$ cat src/sv/c2s_pkg.sv
package c2s_pkg;

  // default configuration
  localparam int COORD_WIDTH_DEF   = 16;
  localparam int CORDIC_STAGES_DEF = 16;

  // result widths
  localparam int AZ_W = 18;
  localparam int EL_W = 17;

  // angle accumulator, units of pi/2^24
  localparam int ANGLE_W = 26;
  localparam int TAB_LEN = 24;

  localparam int HALF_PI = 32768;
  localparam int FULL_PI = 65536;
  localparam int ROUND_BIAS = 128;
  localparam int ROUND_SHIFT = 8;

  // atan(2^-i) in units of pi/2^24
  localparam logic signed [ANGLE_W-1:0] ATAN_TAB [TAB_LEN] = '{
    26'sd4194304, 26'sd2476042, 26'sd1308273, 26'sd664100,
    26'sd333339,  26'sd166832,  26'sd83436,   26'sd41721,
    26'sd20861,   26'sd10430,   26'sd5215,    26'sd2608,
    26'sd1304,    26'sd652,     26'sd326,     26'sd163,
    26'sd81,      26'sd41,      26'sd20,      26'sd10,
    26'sd5,       26'sd3,       26'sd1,       26'sd1
  };

  // special-case flags that ride alongside the datapath
  typedef struct packed {
    logic x_neg;
    logic x_zero;
    logic y_pos;
    logic y_nonneg;
    logic z_pos;
    logic h_zero;
  } flags_t;

endpackage

$ cat src/sv/c2s_cordic.sv
module c2s_cordic #(
  parameter int OW     = 34,
  parameter int STAGES = 16
) (
  input  logic                          clk_i,
  input  logic                          en_i,
  input  logic signed [OW-1:0]          x_i,
  input  logic signed [OW-1:0]          y_i,
  output logic signed [c2s_pkg::EL_W-1:0] angle_o
);
  import c2s_pkg::*;

  // vectoring mode; last stage only needs the angle
  logic signed [OW-1:0]      x_q [STAGES-1];
  logic signed [OW-1:0]      y_q [STAGES-1];
  logic signed [ANGLE_W-1:0] a_q [STAGES];

  for (genvar g = 0; g < STAGES; g++) begin : g_stage
    logic signed [OW-1:0]      x_in;
    logic signed [OW-1:0]      y_in;
    logic signed [ANGLE_W-1:0] a_in;

    if (g == 0) begin : g_first
      assign x_in = x_i;
      assign y_in = y_i;
      assign a_in = '0;
    end else begin : g_next
      assign x_in = x_q[g-1];
      assign y_in = y_q[g-1];
      assign a_in = a_q[g-1];
    end

    always_ff @(posedge clk_i) begin
      if (en_i) begin
        if (!y_in[OW-1]) begin
          a_q[g] <= a_in + ATAN_TAB[g];
        end else begin
          a_q[g] <= a_in - ATAN_TAB[g];
        end
      end
    end

    if (g < STAGES - 1) begin : g_rot
      always_ff @(posedge clk_i) begin
        if (en_i) begin
          if (!y_in[OW-1]) begin
            x_q[g] <= x_in + (y_in >>> g);
            y_q[g] <= y_in - (x_in >>> g);
          end else begin
            x_q[g] <= x_in - (y_in >>> g);
            y_q[g] <= y_in + (x_in >>> g);
          end
        end
      end
    end
  end

  // round half up to pi/65536, then clamp to +-pi/2
  logic signed [ANGLE_W-1:0] rnd;
  assign rnd = (a_q[STAGES-1] + ANGLE_W'(ROUND_BIAS)) >>> ROUND_SHIFT;

  always_comb begin
    if (rnd > ANGLE_W'(HALF_PI)) begin
      angle_o = EL_W'(HALF_PI);
    end else if (rnd < -ANGLE_W'(HALF_PI)) begin
      angle_o = -EL_W'(HALF_PI);
    end else begin
      angle_o = EL_W'(rnd);
    end
  end

endmodule

$ cat config.mk
export PLATFORM = sky130hd
export DESIGN_NAME = c2s_cordic
export DESIGN_NICKNAME = d
export VERILOG_FILES = /design/src/sv/c2s_pkg.sv /design/src/sv/c2s_cordic.sv
export SDC_FILE = /design/constraint.sdc
export NUM_CORES = 2
export LEC_CHECK = 0
export BUFFER_PORTS_ARGS = -buffer_cell sky130_fd_sc_hd__buf_2
export CAP_MARGIN = 20
export CORE_ASPECT_RATIO = 0.8
export CORE_MARGIN = 5
export CORE_UTILIZATION = 50
export CTS_BUF_LIST = sky130_fd_sc_hd__clkbuf_8
export CTS_CLUSTER_DIAMETER = 120
export CTS_CLUSTER_SIZE = 16
export DETAILED_ROUTE_END_ITERATION = 16
export PLACE_DENSITY = 0.69
export SLEW_MARGIN = 40
export SYNTH_ARGS = -nofsm -noshare
export SYNTH_HDL_FRONTEND = slang
export SYNTH_SLANG_ARGS = --single-unit
$ cat constraint.sdc
create_clock -name clk_i -period 14.9 [get_ports clk_i]
set_clock_uncertainty 0.05 [all_clocks]
set_input_delay 2.235 -clock clk_i [delete_from_list [all_inputs] [get_ports clk_i]]
set_output_delay 2.235 -clock clk_i [all_outputs]
set_load 0.02 [all_outputs]
==> run metrics <==
status=finished, final reports clean; Final WS setup=7.111 ns; Clk Latency, worst-skew pair=0.88 ns; grt ovf=0; Die ar.=241900 um2; Worst Hold Depth=0; Post-CTS Setup Bufs=0; Num CTS Buffers=90; Yosys warnings=0; Final Cell Area=121400 um2; Routed WL per cell=20.48 um; Synth cell types=107; nets=13.90k; clock slew at reported path FFs=0.12 ns; Syn Nets=13.88k; Seq/Total Area, Yosys=0.3330; PostCTS Resize Cnt=0; post-synthesis register bit count=1287; Hold WC Path Type=register to register; R2R depth=16; initial drt markers=8633; proportion of layout cells with a drive suffix above 1=0.03329; Die Ht=440.9 um; max_cap viols=0; routing usage on met2=0.4015; Root Driver=clkbuf_8; initial antenna violation count=3; top-area cell type share of the netlist area=0.3330; Via density=6.128; CP peak stage delay=0.65 ns; final period utilization=0.5227; GR peak layer=met2; first-pass GRT wire length=496900 um; maximum clock frequency=0.1284 GHz; most frequent cell after synthesis=ha_1; endpoint class of the critical path=register; routed wire length=317600 um; area post-placement=120000 um2; 1st-pass router iterations=8; worst reg2reg startpoint=y_q[1][169]; Slew headroom=0.4020; dpl hpwl=253600 um; synth top area cells=edfxtp_1, ha_1, xnor2_1, a21oi_1, xor2_1; Max Root-Sink Buffers=3; gpl congestion=0.9546; area grow syn2layout=4.572%; multi-input logic area=74620 um2; Mapped Cells=12.44k; CP Data Required Time=15.44 ns; H-Tree Depth=3; CP max FO=80; RSZ-0062 raised after global routing=false; core area=231300 um2; Setup crit start kind=primary input; asr flop ratio synth=0; total number of vias=95.03k; final hold viol count=0; register area=38650 um2; clk sinks=1287; Primary FF master, synth=edfxtp_1; reg-to-reg slack, setup=8.79 ns; Post-route DRC=0; crit path time final=7.789 ns; mapped cell area=116100 um2; Least-Margin Pin Slew=0.8876 ns; pre-CTS setup slack=6.324 ns; Total GRT Usage=0.2519; max-slew violations=0; largest net degree at the start of global routing=92; Post-synth top cells=ha_1, edfxtp_1, a21oi_1, xnor2_1, nor2_1; Worst Path Arrival=8.33 ns; Post-DRT Antenna Nets=0; Setup violations, final=0; vias in the first global route=89.02k; # port buffers=86; sum of negative setup slack=0 ns; cell accounting for the most synthesized area=edfxtp_1; hold path endpoint=a_q[1][105]; Post-CTS Hold Buffers=0; met1 usage=0.3654; cell row count=158; most used cell, CP=buf_4; Critical Path Start=en_i; Reg-to-Reg End=y_q[1][203]; Fill cells=20.86k; Setup CP Type=primary input to register; number of synthesized flops with an enable pin=1287; TritonCTS clock tree=done; I/O Pins=87; worst hold start=a_q[1][79]; slowest CP cell=buf_4; Mapped Avg Cell Area=9.327 um2; Initial Util=0.5018; die width=548.7 um; GR Util met3=0.03489; CP cell instances=buf_12 -> buf_4 -> buf_4 -> nand2_1 -> buf_4 -> inv_1 -> buf_4 -> a21oi_1 -> xnor2_1 -> ha_1 -> a21o_1 -> a21oi_1 -> nor2b_1 -> or4_1 -> a211o_1 -> and3_1 -> o31ai_1 -> nor3b_1 -> a21oi_1 -> xnor2_1
[flip-flops by register name, indices dropped and copies added (netlist names)]
signal and cells:
x_q 461, a_q 349, y_q 477
[critical path, delay by kind of cell]
family | cells | cell delay [ns]
simple gates | 5 | 1.14
compound gates | 6 | 1.28
buf+inv | 6 | 2.77
fa+ha+maj | 1 | 0.39
xor+xnor | 2 | 0.31
[routing by layer]
metal	vias to the layer above	share of wire
li1	46110	-
met1	45510	0.47
met2	3045	0.44
met3	367	0.068
met4	2	0.020
met5	-	0.000041
[worst max-delay path by stage]
| stage | end | cells past startpoint |
|---|---|---|
| 2_1_floorplan | x_q[1][30] | 19 |
| 3_3_place_gp | x_q[0][235] | 20 |
| 3_5_place_dp | x_q[0][235] | 20 |
| 4_1_cts | x_q[0][235] | 20 |
| 5_1_grt | x_q[0][235] | 20 |
| 6_report | x_q[0][235] | 20 |
[per-stage QoR]
step | utilization | instances | hold slack [ns]
finish | 0.5247 | 15510 | 0.3637
global route | 0.5247 | 15510 | 0.3815
CTS | 0.5245 | 15510 | 0.3640
detailed placement | 0.5189 | 15410 | 0.3557
global placement | 0.5184 | 15410 | 0.3502
floorplan | - | 12440 | 0.3503
[cells in the final DEF (no fill, tap or decap), types with 76 or more instances in the layout]
| master | netlist | final |
|---|---|---|
| a211oi_1 | 102 | 102 |
| and3_1 | 143 | 143 |
| nor2_1 | 1034 | 1034 |
| o21a_1 | 203 | 203 |
| o211ai_1 | 76 | 76 |
| or3_1 | 89 | 89 |
| nand2b_1 | 216 | 216 |
| o21bai_1 | 129 | 129 |
| nor3_1 | 321 | 321 |
| o21ai_0 | 717 | 717 |
| ha_1 | 1327 | 1327 |
| buf_2 | 9 | 85 |
| nand2_1 | 762 | 760 |
| o41ai_1 | 91 | 91 |
| clkbuf_8 | 0 | 91 |
| o31ai_1 | 159 | 159 |
| inv_1 | 526 | 523 |
| nand3_1 | 224 | 224 |
| a31oi_1 | 119 | 119 |
| a21oi_1 | 1169 | 1168 |
| xnor2_1 | 1147 | 1147 |
| xor2_1 | 615 | 615 |
| nor2b_1 | 159 | 159 |
| edfxtp_1 | 1287 | 1287 |
| nand4_1 | 77 | 77 |
| a21o_1 | 567 | 567 |
| nor4_1 | 84 | 84 |
[cells by family after synthesis]
family / Yosys count / synth area share
AOI/OAI and AO/OA: 3774 / 0.2096
xor gates and xnor gates: 1762 / 0.1330
adders and majority gates: 1365 / 0.1496
buffers and inverters: 750 / 0.02435
DFF: 1287 / 0.3330
muxes: 75 / 0.006716
and+or+nand+nor: 3430 / 0.1437
[final cells by class]
type,count,share of cell area
Tap cell,3040,0.03134
Antenna cell,1,0.00002062
Sequential cell,1287,0.3184
Inverter,532,0.01645
Multi-Input combinational cell,10410,0.6148
Timing Repair Buffer,145,0.008144
Clock inverter,5,0.0004948
Clock buffer,91,0.01032
Power is left out: the tool's default activity adds up to more than one toggle a clock period on the data nets, which glitch-free logic cannot reach.
