<file path="config.mk">
export PLATFORM = sky130hd
export DESIGN_NAME = c2s_isqrt
export DESIGN_NICKNAME = d
export VERILOG_FILES = /design/src/sv/c2s_isqrt.sv
export SDC_FILE = /design/constraint.sdc
export NUM_CORES = 1
export LEC_CHECK = 0
export BUFFER_PORTS_ARGS = -buffer_cell sky130_fd_sc_hd__buf_2
export CAP_MARGIN = 20
export CORE_MARGIN = 2
export CORE_UTILIZATION = 25
export CTS_BUF_LIST = sky130_fd_sc_hd__clkbuf_4 sky130_fd_sc_hd__clkbuf_8
export DETAILED_ROUTE_END_ITERATION = 8
export MAX_ROUTING_LAYER = met4
export SKIP_CTS_REPAIR_TIMING = 1
export SYNTH_ARGS = -nofsm -noshare
export SYNTH_HDL_FRONTEND = slang
export SYNTH_SLANG_ARGS = --single-unit
</file>
<file path="constraint.sdc">
create_clock -name clk_i -period 4.95 [get_ports clk_i]
set_input_delay 0.99 -clock clk_i [delete_from_list [all_inputs] [get_ports clk_i]]
set_output_delay 0.99 -clock clk_i [all_outputs]
set_load 0.01 [all_outputs]
</file>
<file path="src/sv/c2s_isqrt.sv">
module c2s_isqrt #(
  parameter int N = 16
) (
  input  logic             clk_i,
  input  logic             en_i,
  input  logic [2*N-1:0]   rad_i,
  output logic [N-1:0]     root_o
);
  // restoring square root, one root bit per stage
  localparam int RW = N + 3;

  logic [RW-1:0]  rem_q  [N-1];
  logic [2*N-1:0] rad_q  [N-1];
  logic [N-1:0]   root_q [N];

  for (genvar g = 0; g < N; g++) begin : g_stage
    logic [RW-1:0]  rem_in;
    logic [2*N-1:0] rad_in;
    logic [N-1:0]   root_in;
    logic [RW-1:0]  cur;
    logic [RW-1:0]  trial;
    logic           ge;

    if (g == 0) begin : g_first
      assign rem_in  = '0;
      assign rad_in  = rad_i;
      assign root_in = '0;
    end else begin : g_next
      assign rem_in  = rem_q[g-1];
      assign rad_in  = rad_q[g-1];
      assign root_in = root_q[g-1];
    end

    assign cur   = {rem_in[RW-3:0], rad_in[2*N-1 -: 2]};
    assign trial = {1'b0, root_in, 2'b01};
    assign ge    = (cur >= trial);

    always_ff @(posedge clk_i) begin
      if (en_i) begin
        root_q[g] <= {root_in[N-2:0], ge};
      end
    end

    if (g < N - 1) begin : g_carry
      always_ff @(posedge clk_i) begin
        if (en_i) begin
          rem_q[g] <= ge ? (cur - trial) : cur;
          rad_q[g] <= rad_in << 2;
        end
      end
    end
  end

  assign root_o = root_q[N-1];

endmodule

</file>
==> impl_metrics.ini, run 1 <==
[power]
total_power_mw = 12.9
ir_drop_mv = 0.204
p_leak_nw = 12.1
pwr_density_cell_nw_per_um2 = 400

[global_routing]
grt_max_degree = 118
track_usage = 0.0803
grt-ovfl-total = 0
grt_pass1_wl_um = 75000
antenna_found_initial = 0
grt_pass1_vias = 16057

[critical_path]
critPathKind = reg -> reg
required_ns = 5.42
r2r_setup_slack_ns = 1.74
end_kind = flip-flop
crit_fanout = 26
cp.arrival_ns = 3.68
start_kind = flip-flop

[route]
drt_wl_total_um = 45500
routed-via-count = 15920
drc = 0
first_pass_iters = 5
wire_per_inst_um = 11.9
antenna_left = 0
vias_per_cell = 4.18
first_iter_violations = 795

[synthesis]
ys_ff_latch = 613
yosysWarnings = 0
synth_fp_nets = 2290
synth_top_area_frac = 0.652
yosysUniqueCellTypes = 89
synth.area.top_cells = edfxtp_1 (65%), ha_1 (6.7%), xnor2_1 (2.8%)
yosysMostFrequentCell = edfxtp_1
syn_inst = 2104
async_flop_share = 0
synth-seq-area-share = 0.652
ys_dominant_reg_cell = edfxtp_1
synth-edff-count = 613
synth_commonest_cells = edfxtp_1 (613), inv_1 (184), nor2_1 (155), ha_1 (152), a21oi_1 (129)
synth_top_area_cell = edfxtp_1
syn_area_um2 = 28200
avgSynthCellArea_um2 = 13.4

[timing]
tightest_slew_ns = 1.03
final_hold_viol_count = 0
period_share = 0.649
timing.fmax_mhz = 311
fin_tns_setup_ns = 0
grt_setup_unrepaired = false
fin_skew_ns = 0.0648
slew_headroom = 0.315
slew_violations = 0
final.min_clock_period_ns = 3.21
holdWs_ns = 0.360
finalSetupViolCount = 0

[cts]
cts_buffer_depth = 3
cts.clk_slew.worst_paths_ns = 0.06
cts_root_buffer = clkbuf_8
clkLatencyLatePin_ns = 0.73
cts_buffers = 103
cts.sinks = 613
tritoncts = done
cts-htree-levels = 3

[cells_and_area]
n_antenna_cell = 0
fin_area_um2 = 32300
syn2layout_area_growth_pct = 14.4
drive_above_1_share = 0.118
final_net_count = 2426

[place]
numPortBuffers = 49
dp.final_hpwl_um = 31000
gp_congestion = 0.902
dpl_cell_area_um2 = 30300

[floorplanning]
fp.dieW_um = 340
chipHeight_um = 340
row_count = 123
die_area_um2 = 116000
core-area_um2 = 112000
initial_core_util = 0.252
ios = 50

[status]
status = finished clean

[worst_hold_path]
hold_path.class = reg -> reg

[flow_run]
cap_viol_max_count = 0
==> through the flow <==
stage | worst slack [ns] | cells | utilization
2_1_floorplan | 2.46 | 2104 | -
3_3_place_gp | 1.75 | 3635 | 0.270
3_5_place_dp | 1.75 | 3635 | 0.270
4_1_cts | 1.75 | 3812 | 0.288
5_1_grt | 1.51 | 3812 | 0.288
6_report | 1.74 | 3812 | 0.288
==> flip-flops by register name, summed over array words and instances, names as in the netlist <==
| signal | cells |
|---|---|
| rem_q | 237 |
| rad_q | 240 |
| root_q | 136 |
==> final timing paths <==
path | start | end | depth (start not counted)
setup / recovery | rem_q[1][61] | rem_q[1][86] | 8
hold / removal | rad_q[0][24] | rad_q[0][56] | 0
setup reg to reg | rem_q[1][61] | rem_q[1][86] | 8
hold reg to reg | rad_q[0][24] | rad_q[0][56] | 0
==> routing by layer <==
layer,GRT usage,part of all wire,vias to the layer above
li1,-,-,8062
met1,0.0823,0.40,7410
met2,0.141,0.51,301
met3,0.0208,0.044,147
met4,0.0411,0.042,0
met5,-,0,-
==> power by group <==
group | total, mW | switching [mW] | internal (mW) | leakage (nW)
sequential | 6.69 | 0.283 | 6.41 | 5.87
combinational | 1.89 | 1.05 | 0.837 | 5.19
clock | 4.33 | 1.98 | 2.35 | 1.03
total | 12.9 | 3.32 | 9.59 | 12.1
==> final cells by class <==
cell class / instances / area [um^2]
clock buffer: 136 / 1670
clock inverter: 41 / 297
fill: 11292 / 79900
inverter: 187 / 702
multi-input combinational: 1276 / 8950
sequential: 613 / 18400
tap: 1500 / 1880
timing repair buffer: 59 / 380
==> cell usage in the layout, fill, tap and decap left out, types with 13 or more instances in the layout <==
| cell type | synthesis | final |
|---|---|---|
| mux2_2 | 17 | 17 |
| nor4_1 | 21 | 21 |
| and2_1 | 13 | 13 |
| nor2_1 | 155 | 155 |
| edfxtp_1 | 613 | 613 |
| clkinv_1 | 0 | 24 |
| nor3_1 | 54 | 54 |
| clkbuf_4 | 0 | 33 |
| clkbuf_8 | 0 | 103 |
| buf_2 | 17 | 48 |
| o21ai_0 | 65 | 65 |
| xor2_1 | 72 | 72 |
| nand4_1 | 19 | 19 |
| nand2b_1 | 26 | 26 |
| a21o_1 | 28 | 28 |
| ha_1 | 152 | 152 |
| nand2_1 | 119 | 119 |
| a21oi_1 | 129 | 129 |
| inv_1 | 184 | 184 |
| o21ai_1 | 28 | 28 |
| xnor2_1 | 90 | 90 |
| nor2b_1 | 27 | 27 |
| nand3_1 | 29 | 29 |
| o21a_1 | 26 | 26 |
==> critical path, cell delays in order (launching register included) <==
cell      delay (ns)
edfxtp_1        0.38
ha_1            0.39
and3_1          0.23
a32o_1          0.20
a31oi_1         0.32
o21ba_2         0.22
o31a_1          0.81
inv_2           0.07
mux2_1          0.34
==> kinds of logic (layout without fill, tap and decap cells) <==
logic type | count (synthesis) | after routing | synth area share
AOI/OAI and AO/OA | 403 | 403 | 0.0929
xor gates and xnor gates | 162 | 162 | 0.0503
adders and majority gates | 152 | 152 | 0.0674
buffers and inverters | 215 | 423 | 0.0306
DFF | 613 | 613 | 0.652
muxes | 38 | 38 | 0.0151
other | 1 | 1 | 0.000133
and+or+nand+nor | 520 | 520 | 0.0913
Note: power is estimated with default switching activity, not from simulation.
==> run 2, diff against run 1 <==
- clock period: 4.95 -> 3.1 ns (I/O delays scaled with it)
==> impl_metrics.ini, run 2 (synthesis gave the netlist of run 1 again) <==
[status]
status = finished clean

[critical_path]
cp-endpoint = rem_q[1][45]
start_kind = flip-flop
rr_worst_depth = 7
r2r_setup_slack_ns = 0.27
cp.arrival_ns = 3.30
startpoint = rem_q[1][19]
crit_fanout = 21
required_ns = 3.57
r2r-end = rem_q[1][45]
end_kind = flip-flop
rr_startpoint = rem_q[1][19]
critPathKind = reg -> reg

[timing]
tightest_slew_ns = 0.775
fin_tns_setup_ns = 0
timing.fmax_mhz = 353
fin_skew_ns = 0.0470
period_share = 0.913
grt_setup_unrepaired = false
slew_headroom = 0.482
finalSetupViolCount = 0
final.min_clock_period_ns = 2.83
final_hold_viol_count = 0
layout_setup_ws_ns = 0.271
slew_violations = 0

[cells_and_area]
largest_register_ffs = 240
regMostFlops = rad_q
top_regs = rad_q x240, rem_q x237, root_q x136
fillers = 11318
final_net_count = 2467
syn2layout_area_growth_pct = 16.0
most-common-layout-cells = edfxtp_1 (613), inv_1 (184), nor2_1 (155)
drive_above_1_share = 0.129
fin_cells = 3866
layout_commonest_cell = edfxtp_1
fin_area_um2 = 32700

[place]
numPortBuffers = 49
dp_cells = 3662
place_ws_ns = 0.269
dpl_cell_area_um2 = 30600
gp_congestion = 0.938
dp.final_hpwl_um = 32100

[route]
drt_wl_total_um = 46100
antenna_left = 0
drc = 0
first_iter_violations = 805
vias_per_cell = 4.16
routed-via-count = 16091
wire_per_inst_um = 11.9
first_pass_iters = 5

[cts]
cts-htree-levels = 3
tritoncts = done
cts.sinks = 613
cts_buffers = 106
cts_root_buffer = clkbuf_8
cts.clk_slew.worst_paths_ns = 0.06
clkLatencyLatePin_ns = 0.73
cts_buffer_depth = 3

[floorplanning]
die_area_um2 = 116000
fp.dieW_um = 340
ios = 50
core-area_um2 = 112000
chipHeight_um = 340
initial_core_util = 0.252
row_count = 123

[power]
internal-power_mw = 15.4
pwr-share-comb = 0.148
total_power_mw = 20.8
p_clk_frac = 0.337
p_seq_frac = 0.515
swShare = 0.259
p_sw_mw = 5.38
p_leak_nw = 12.3
pwr_density_cell_nw_per_um2 = 635
ir_drop_mv = 0.361

[global_routing]
antenna_found_initial = 1
grt_max_degree = 94
grt-ovfl-total = 0
grt_pass1_wl_um = 76400
track_usage = 0.0818
grt_pass1_vias = 16281

[flow_run]
cap_viol_max_count = 0

[worst_hold_path]
hold_path.class = in -> reg
==> run 2: changes by cell type in the layout (fill, tap and decap cells not counted), sizes merged <==
cell	before	now
buf	59	86
clkinvlp	1	2
clkbuf	136	138
inv	194	190
clkinv	30	47
bufinv	3	2
dlygate4sd3	0	11
diode	0	1
==> run 2: worst min-delay path by stage <==
stage | end | cells past startpoint | startpoint
finish | rad_q[0][28] | 1 | rad_i[28]
global route | rad_q[0][5] | 1 | rad_i[5]
CTS | rad_q[0][11] | 1 | rad_i[11]
detailed placement | rad_q[0][149] | 0 | rad_q[0][117]
global placement | rad_q[1][149] | 0 | rad_q[1][117]
floorplan | rad_q[0][100] | 0 | rad_q[0][68]
==> run 2: area by class of cell <==
type / count / area, um^2 / share of cell area
antenna: 1 / 2.50 / 0.0000765
clock buffer: 138 / 1710 / 0.0521
clock inverter: 54 / 339 / 0.0104
inverter: 187 / 702 / 0.0214
multi-input combinational: 1276 / 8950 / 0.273
sequential: 613 / 18400 / 0.563
tap: 1500 / 1880 / 0.0574
timing repair buffer: 97 / 743 / 0.0227
==> run 2: per-stage QoR <==
step	hold WS [ns]	utilization
2_1_floorplan	0.400	-
3_3_place_gp	0.401	0.272
3_5_place_dp	0.405	0.272
4_1_cts	-0.0216	0.291
5_1_grt	0.000435	0.292
6_report	0.0728	0.292
==> run 2: critical path: stages (launching register included) <==
cell and delay (ns):
edfxtp_1 0.41, ha_1 0.36, o21a_1 0.15, or4_1 0.11, o21ai_2 0.08, a22oi_1 0.37
a31o_1 0.69, mux2_1 0.39
==> run 2: power by group through the flow <==
| stage | registers, mW | clock network (mW) | logic [mW] |
|---|---|---|---|
| 3_5_place_dp | 10.9 | 0 | 3.07 |
| 5_1_grt | 10.8 | 7.66 | 3.50 |
| 4_1_cts | 10.7 | 7.29 | 3.09 |
| 6_report | 10.7 | 6.99 | 3.08 |
| 2_1_floorplan | 10.7 | 0 | 2.33 |
| 3_3_place_gp | 10.8 | 0 | 3.03 |
==> run 2: metal layers <==
metal,part of all wire,vias to the layer above,GRT usage
li1,-,8152,-
met1,0.40,7500,0.0834
met2,0.52,310,0.147
met3,0.041,129,0.0207
met4,0.035,0,0.0376
met5,0,-,-
